`config.mk`:
```
export PLATFORM = sky130hd
export DESIGN_NAME = prfs_ctrl
export DESIGN_NICKNAME = d
export VERILOG_FILES = /design/src/sv/assert_macros.svh /design/src/sv/prfs_pkg.sv /design/src/sv/prfs_ctrl.sv
export SDC_FILE = /design/constraint.sdc
export NUM_CORES = 1
export LEC_CHECK = 0
export BUFFER_PORTS_ARGS = -buffer_cell sky130_fd_sc_hd__buf_2
export CAP_MARGIN = 15
export CORE_AREA = 4 4 41 43
export CTS_BUF_LIST = sky130_fd_sc_hd__clkbuf_16
export DETAILED_ROUTE_END_ITERATION = 16
export DIE_AREA = 0 0 45 47
export HOLD_SLACK_MARGIN = 0.15
export PLACE_DENSITY = 0.43
export RECOVER_POWER = 50
export SETUP_SLACK_MARGIN = 0.5
export SYNTH_ARGS = -nofsm -noshare
export SYNTH_HDL_FRONTEND = slang
export SYNTH_SLANG_ARGS = --single-unit
```
`constraint.sdc`:
```
create_clock -name aclk -period 2.1 [get_ports aclk]
set_input_delay 0.525 -clock aclk [delete_from_list [all_inputs] [get_ports aclk]]
set_output_delay 0.525 -clock aclk [all_outputs]
set_load 0.02 [all_outputs]
```
`src/sv/assert_macros.svh`:
```
// assertion helpers shared by the rtl
`ifndef ASSERT_MACROS_SVH
`define ASSERT_MACROS_SVH

// property must hold at every clock edge outside reset
`define PRFS_ASSERT(lbl, clk, rstn, prop, msg) \
    lbl: assert property (@(posedge clk) disable iff (!(rstn)) (prop)) \
        else $error(msg);

// expression must never be true outside reset
`define PRFS_NEVER(lbl, clk, rstn, expr, msg) \
    lbl: assert property (@(posedge clk) disable iff (!(rstn)) !(expr)) \
        else $error(msg);

`endif

```
`src/sv/prfs_pkg.sv`:
```
`timescale 1ns / 1ps

package prfs_pkg;

    // command codes
    localparam logic [1:0] CMD_WR_METRIC = 2'd0;
    localparam logic [1:0] CMD_RD_METRIC = 2'd1;
    localparam logic [1:0] CMD_WR_GROUP  = 2'd2;
    localparam logic [1:0] CMD_RD_GROUP  = 2'd3;

    // word layout
    localparam int unsigned FLAG_SHIFT = 28;
    localparam int unsigned LANES      = 16;
    localparam int unsigned MAX_LEN    = 8;

    // words_per_row register
    localparam int unsigned   WPR_W     = 3;
    localparam logic [WPR_W-1:0] WPR_RESET = 3'd1;

    // input beat
    typedef struct packed {
        logic [1:0]         cmd;
        logic [9:0]         doc_id;
        logic [1:0]         word_index;
        logic [3:0]         byte_start;
        logic [3:0]         byte_len;
        logic               is_flag;
        logic [1:0]         flag_bit;
        logic signed [63:0] bias;
        logic signed [63:0] value;
        logic               last_in_batch;
    } prfs_in_t;

    // result beat
    typedef struct packed {
        logic signed [63:0] read_value;
        logic               error;
        logic               last;
    } prfs_out_t;

    // controller to datapath
    typedef struct packed {
        logic clr_en;
        logic capture;
        logic lookup;
        logic commit;
    } prfs_ctl_t;

    // datapath to controller
    typedef struct packed {
        logic clear_done;
        logic out_free;
    } prfs_sts_t;

endpackage

```
`src/sv/prfs_ctrl.sv`:
```
`timescale 1ns / 1ps

module prfs_ctrl (
    input  logic                aclk,
    input  logic                aresetn,
    input  logic                s_valid,
    output logic                s_ready,
    input  prfs_pkg::prfs_sts_t sts,
    output prfs_pkg::prfs_ctl_t ctl
);

    localparam logic [1:0] ST_CLEAR  = 2'd0;
    localparam logic [1:0] ST_IDLE   = 2'd1;
    localparam logic [1:0] ST_LOOK   = 2'd2;
    localparam logic [1:0] ST_COMMIT = 2'd3;

    logic [1:0] state_reg;
    logic [1:0] state_next;

    // sequencing: clear sweep, then accept / read / modify-write
    always_comb begin
        state_next  = state_reg;
        ctl         = '0;
        s_ready     = 1'b0;
        unique case (state_reg)
            ST_CLEAR: begin
                ctl.clr_en = 1'b1;
                if (sts.clear_done) begin
                    state_next = ST_IDLE;
                end
            end
            ST_IDLE: begin
                s_ready     = 1'b1;
                ctl.capture = s_valid;
                if (s_valid) begin
                    state_next = ST_LOOK;
                end
            end
            ST_LOOK: begin
                ctl.lookup = 1'b1;
                state_next = ST_COMMIT;
            end
            ST_COMMIT: begin
                if (sts.out_free) begin
                    ctl.commit = 1'b1;
                    state_next = ST_IDLE;
                end
            end
            default: begin
                state_next = ST_CLEAR;
            end
        endcase
    end

    always_ff @(posedge aclk) begin
        if (!aresetn) begin
            state_reg <= ST_CLEAR;
        end else begin
            state_reg <= state_next;
        end
    end

endmodule

```
-- Word-level counts from Yosys, hierarchy flattened
Index checks and enable logic that the tools add are counted.
- output and inout port bits: 5
- input bits: 5
- bits in registers: 2
- word-level logic and storage cells: 19
- reduce and logical (&&, ||, !) cells: 2
- multiplexer cells: 10
- eq/ne operators: 6
- operators with widths (operator ; count):
    2-bit one-hot mux with 4 select lines ; 1
    1-bit two-way mux ; 6
    2-bit two-way mux ; 3
    2-bit inequality test, second input constant ; 3
    2-bit == test, second input constant ; 2
    3-bit AND reduction ; 1
    2-bit by 1-bit == test with 1-bit output, second input constant ; 1
    2-bit zero test ; 1

-- Logic depth before layout (Yosys ltp)
Gate-level depths: netlist of the first run.
- depth in word-level cells: 3
- depth in mapped cells: 4
- mapped depth without buffers: 4

-- Worst setup path before layout of the first run
OpenSTA, ideal clock, no wires.
- path kind: reg-to-reg
- start: register state_reg[0]
- end: register state_reg[0]
- cell stages (with the launch flop): 5
- setup time: 0.072 ns
- data arrival time: 1.400 ns
- period minus slack after synthesis: 1.472 ns
- setup slack: 0.628 ns
- buffers on the path: 0
- data required time: 2.028 ns
- path through: dfxtp_1 inv_1 ha_1 a222oi_1 mux2i_1
- cells in the longest elaborated chain, start to end: 3
- elaborated cells between the ends (all ways): 9
- those cells by class: eq/ne (6); mux (1); reduce/logical (2)
- ends and longest elaborated chain (item ; line ; text):
    start, declared ; prfs_ctrl.sv:17 ; logic [1:0] state_reg;
    start signal, assigned ; prfs_ctrl.sv:59 ; state_reg <= state_next;
    2-bit == test (tied with other cells) ; prfs_ctrl.sv:25 ; unique case (state_reg)
    2-bit inequality test (no line) ; n/a ;
    3-bit AND reduction (no line) ; n/a ;
Several ways; a longest one is shown, not always the timed one.
A chain may end at the register's enable or synchronous reset.

==> out/metrics.cfg, run 1 <==
[run_status]
outcome=completed

[global_routing]
grt_first_pass_wirelength_um=710
grt_antenna_before_repair=0
grt_overflow=0
use_met2_pct=5.65
gr-usage-met3_pct=1.15
grt_pass1_vias=170
track_usage_pct=5.13
top_usage_layer=met4
grt_max_degree=6
grt_use_met1_pct=6.79

[critical_path]
crit_fanout=4
path_class=reg -> out
crit_path_top_delay_cell=dfxtp_1
slowest_delay_ns=0.45
cp.required_ns=1.57
cp-end-kind=primary output
crit_arrival_ns=1.19
cp_cell_sequence=inv_4, ha_1, and2_4, buf_6
cp-start-kind=flop

[synth]
yosys_register_bits=2
synth_edf_count=0
ys.flop_type=dfxtp_1
avgSynthCellArea_um2=8.76
ys_seq_area_share_pct=21.8
yosys-top-cells-count=ha_1, inv_1, nand2_1
yosys_warnings=0
synth.most_common_cell=ha_1
yosys.area.top_type=ha_1
async_flop_share_pct=0
synth_nets=31
synthCells=21
syn_area_um2=184
synth_top_area_share_pct=34.0
ys_types=10
ys_top_cells_by_area=ha_1, dfxtp_1, mux2i_1, inv_1, nand2_1

[final_layout]
drive_gt1_share_pct=55.9
fin_area_um2=359
largest_register_ffs=2
antenna_cells=0
area_growth_pct=95.2
nNetsFinal=46
utilization_pct=27.6
nFillCells=143
final_cell_count_no_fill=49

[die]
ios=10
start_util_pct=14.1
num_rows=13
die-area_um2=2120
fp.dieH_um=47
core-area_um2=1300
die_w_um=45

[placement]
placed_cells=45
dp_slack_ns=0.582
place_area_um2=248
place.gp.congestion=0.644
portBuffers=9

[power_and_ir_drop]
p_leak_nw=0.181
p_switching_mw=0.160
sw_frac_of_total_pct=29.7
p_seq_share_pct=15.3
power.total_mw=0.540
combPwrFrac_pct=32.1
pwr_density_cell_nw_per_um2=1500
clkPwrFrac_pct=52.6
vdd_ir_drop_max_mv=0.556
intPower_mw=0.379

[drt]
drtPass1Iterations=4
via_per_inst=3.37
drtIter0Drc=4
wl_per_cell_um=8.00
drt-total-wl_um=392
vias=165
ant_nets=0
drc=0

[flow_run]
cap_violations=0

[sta]
grt_setup_unrepaired=false
setup_tns_ns=0
skew_ns=0.00175
fin_crit_sh_pct=81.7
setup_viol=0
slew_violations=0
hold_viol_final=0
holdWs_ns=0.518
tightest_slew_ns=0.520
setup_ws_ns=0.385
relSlewSlack_pct=65.3
fmax_mhz=583
period_minus_slack_ns=1.72

[clock_network]
holdBufCountCts=0
cts_max_level=1
cts_made_buffers=3
cts-root-buf=clkbuf_16
clockBufferDepth=2
clkLatencyLatePin_ns=0.22
cts.sink_count=2
cts_tree=built
clk_pin_slew_worst_paths_ns=0.03

[min_path]
worst_hold_path_type=reg -> reg

[layout make-up]
cell class              instances  area (um^2)  share of cell area [%]
multi-input cells              14          138                    38.3
flip-flops and latches          2         43.8                    12.2
clock buffers                   3         75.1                    20.9
well taps                      15         18.8                    5.23
inverters                       5         22.5                    6.27
repair buffers                 10         61.3                    17.1
[placed cells by master (no fill, tap or decap), drive strengths merged]
master,instances
a222oi,1
and2,2
buf,10
clkbuf,3
clkinvlp,1
dfxtp,2
ha,5
inv,4
mux2i,2
nand2,3
nand2b,1
[cells by family after synthesis]
| group | after synthesis | share of synthesized area [%] |
|---|---|---|
| adders and majority gates | 5 | 34.0 |
| DFF | 2 | 21.8 |
| muxes | 2 | 10.9 |
| and+or+nand+nor | 6 | 17.0 |
| AOI/OAI and AO/OA | 1 | 5.44 |
| buffers and inverters | 5 | 10.9 |
[worst max-delay path: cells and delay by family (launching register included)]
family / cells / cell delay, ns
flops: 1 / 0.45
fa+ha+maj: 1 / 0.21
buf+inv: 2 / 0.18
simple gates: 1 / 0.14
[layer usage]
layer,share of wire [%],vias up
met5,0,-
met1,49,63
met4,0,0
met3,17,0
li1,-,92
met2,34,10
[power groups by stage]
stage               Sequential (mW)  Clock [mW]  Combinational, mW
finish                       0.0828       0.284              0.173
global route                 0.0890       0.296              0.193
CTS                          0.0760       0.290              0.171
detailed placement           0.0680           0              0.157
global placement             0.0685           0              0.157
floorplan                    0.0644           0              0.120
[final timing paths]
check                            start  cells after the start  slack [ns]                   endpoint
max          state_reg[1]$_SDFFE_PN0P_                      4        0.38                     ctl[2]
min          state_reg[0]$_SDFFE_PN0P_                      2        0.52  state_reg[0]$_SDFFE_PN0P_
max reg2reg  state_reg[1]$_SDFFE_PN0P_                      4        0.55  state_reg[0]$_SDFFE_PN0P_
min reg2reg  state_reg[0]$_SDFFE_PN0P_                      2        0.52  state_reg[0]$_SDFFE_PN0P_
[what timing repair did]
item	CTS	global route
pin swaps	0	1
cloned	0	0
setup endpoints to repair	2	6
buffers inserted	0	1
gates resized for setup	8	7
No activity file was read; power rests on OpenSTA's default activity.
==> inputs of run 2 (changes only) <==
==> constraint.sdc (replaced) <==
create_clock -name aclk -period 1.79 [get_ports aclk]
set_input_delay 0.4475 -clock aclk [delete_from_list [all_inputs] [get_ports aclk]]
set_output_delay 0.4475 -clock aclk [all_outputs]
set_load 0.02 [all_outputs]
==> out/metrics.cfg, run 2 (synthesis results as in run 1) <==
[sta]
period_minus_slack_ns=1.60
slew_violations=0
fmax_mhz=626
tightest_slew_ns=0.261
grt_setup_unrepaired=true
setup_tns_ns=0
relSlewSlack_pct=82.6
setup_viol=0
fin_crit_sh_pct=89.3
hold_viol_final=0
skew_ns=0.00170

[drt]
via_per_inst=3.58
ant_nets=0
drc=0
wl_per_cell_um=8.98
drt-total-wl_um=476
drtIter0Drc=3
vias=190
drtPass1Iterations=4

[power_and_ir_drop]
combPwrFrac_pct=43.6
vdd_ir_drop_max_mv=0.582
power.total_mw=0.751
clkPwrFrac_pct=44.6
sw_frac_of_total_pct=28.5
p_seq_share_pct=11.8
p_leak_nw=0.208
p_switching_mw=0.214
pwr_density_cell_nw_per_um2=1790
intPower_mw=0.537

[global_routing]
grt_overflow=0
grt_max_degree=5
grt_pass1_vias=193
grt_antenna_before_repair=0
track_usage_pct=5.51
grt_first_pass_wirelength_um=724

[clock_network]
cts-root-buf=clkbuf_16
clk_pin_slew_worst_paths_ns=0.03
cts_max_level=1
cts_tree=built
holdBufCountCts=0
cts_made_buffers=3
clockBufferDepth=2
clkLatencyLatePin_ns=0.22
cts.sink_count=2

[die]
fp.dieH_um=47
die_w_um=45
num_rows=13
start_util_pct=14.1
die-area_um2=2120
ios=10
core-area_um2=1300

[final_layout]
largest_register_ffs=2
nNetsFinal=50
drive_gt1_share_pct=63.2
mostFrequentLayoutCell=buf_6
area_growth_pct=129
antenna_cells=0
final_cell_mix=buf_6, buf_2, buf_4

[min_path]
hold_depth=2
min-delay-start=state_reg[1]$_SDFFE_PN0P_
hold_end=state_reg[1]$_SDFFE_PN0P_
worst_hold_path_type=reg -> reg

[critical_path]
crit_arrival_ns=1.15
cp.required_ns=1.34
reg2reg_depth=6
r2r-end=state_reg[0]$_SDFFE_PN0P_
r2r-start=state_reg[1]$_SDFFE_PN0P_
crit_fanout=4
cp-start-kind=flop
cp-end-kind=primary output
path_class=reg -> out
rrSetupSlack_ns=0.32

[placement]
portBuffers=9
dp_hpwl_um=347
place.gp.congestion=0.714

[flow_run]
cap_violations=0

[run_status]
outcome=completed

==> run 2: changes by cell type in the layout (fill, tap and decap cells not counted), sizes merged <==
cell and delta:
buf +4
==> run 2: metrics by stage <==
step	cells	hold WS (ns)	cell area [um^2]	setup slack, ns	util, %
2_1_floorplan	21	0.460	211	0.471	-
3_3_place_gp	45	0.485	275	0.416	21.2
3_5_place_dp	45	0.487	275	0.327	21.2
4_1_cts	52	0.511	419	0.302	32.2
5_1_grt	53	0.520	420	0.143	32.3
6_report	53	0.509	420	0.192	32.3
==> run 2: worst max-delay path by stage <==
stage,end,cells past startpoint,start
2_1_floorplan,state_reg[0]$_SDFFE_PN0P_,4,state_reg[1]$_SDFFE_PN0P_
3_3_place_gp,state_reg[1]$_SDFFE_PN0P_,4,state_reg[1]$_SDFFE_PN0P_
3_5_place_dp,state_reg[0]$_SDFFE_PN0P_,4,s_valid
4_1_cts,ctl[0],3,state_reg[0]$_SDFFE_PN0P_
5_1_grt,ctl[2],3,state_reg[0]$_SDFFE_PN0P_
6_report,ctl[2],3,state_reg[0]$_SDFFE_PN0P_
==> run 2: layer usage <==
layer / up-vias / global-route usage, % / wire [um]
met5: - / 0 / 0
met4: 0 / 7.02 / 13
met3: 2 / 3.45 / 82
met2: 13 / 7.91 / 183
met1: 76 / 4.73 / 196
li1: 99 / - / -
==> run 2: repair_timing <==
item                       4_1_cts  5_1_grt
buffers inserted                 4        1
pin swaps                        2        2
setup endpoints to repair        7        7
resized for setup               14        3
==> run 2: worst max-delay path: stages (launching register included) <==
cell and delay (ns):
dfxtp_1 0.42, ha_1 0.25, and2_4 0.16, buf_6 0.10
==> run 2: cell type report <==
type,count,area (um^2)
inverter,5,25.0
clock buffer,3,75.1
multi-input combinational,14,140
timing repair buffer,14,118
tap,15,18.8
sequential,2,43.8
fill,143,881
==> run 2: power by group through the flow <==
stage / Clock [mW] / Sequential, mW / Combinational (mW)
final: 0.335 / 0.0883 / 0.327
after global routing: 0.346 / 0.0902 / 0.355
after CTS: 0.341 / 0.0949 / 0.309
after detailed placement: 0 / 0.0920 / 0.211
after global placement: 0 / 0.0919 / 0.208
after floorplan: 0 / 0.0864 / 0.177
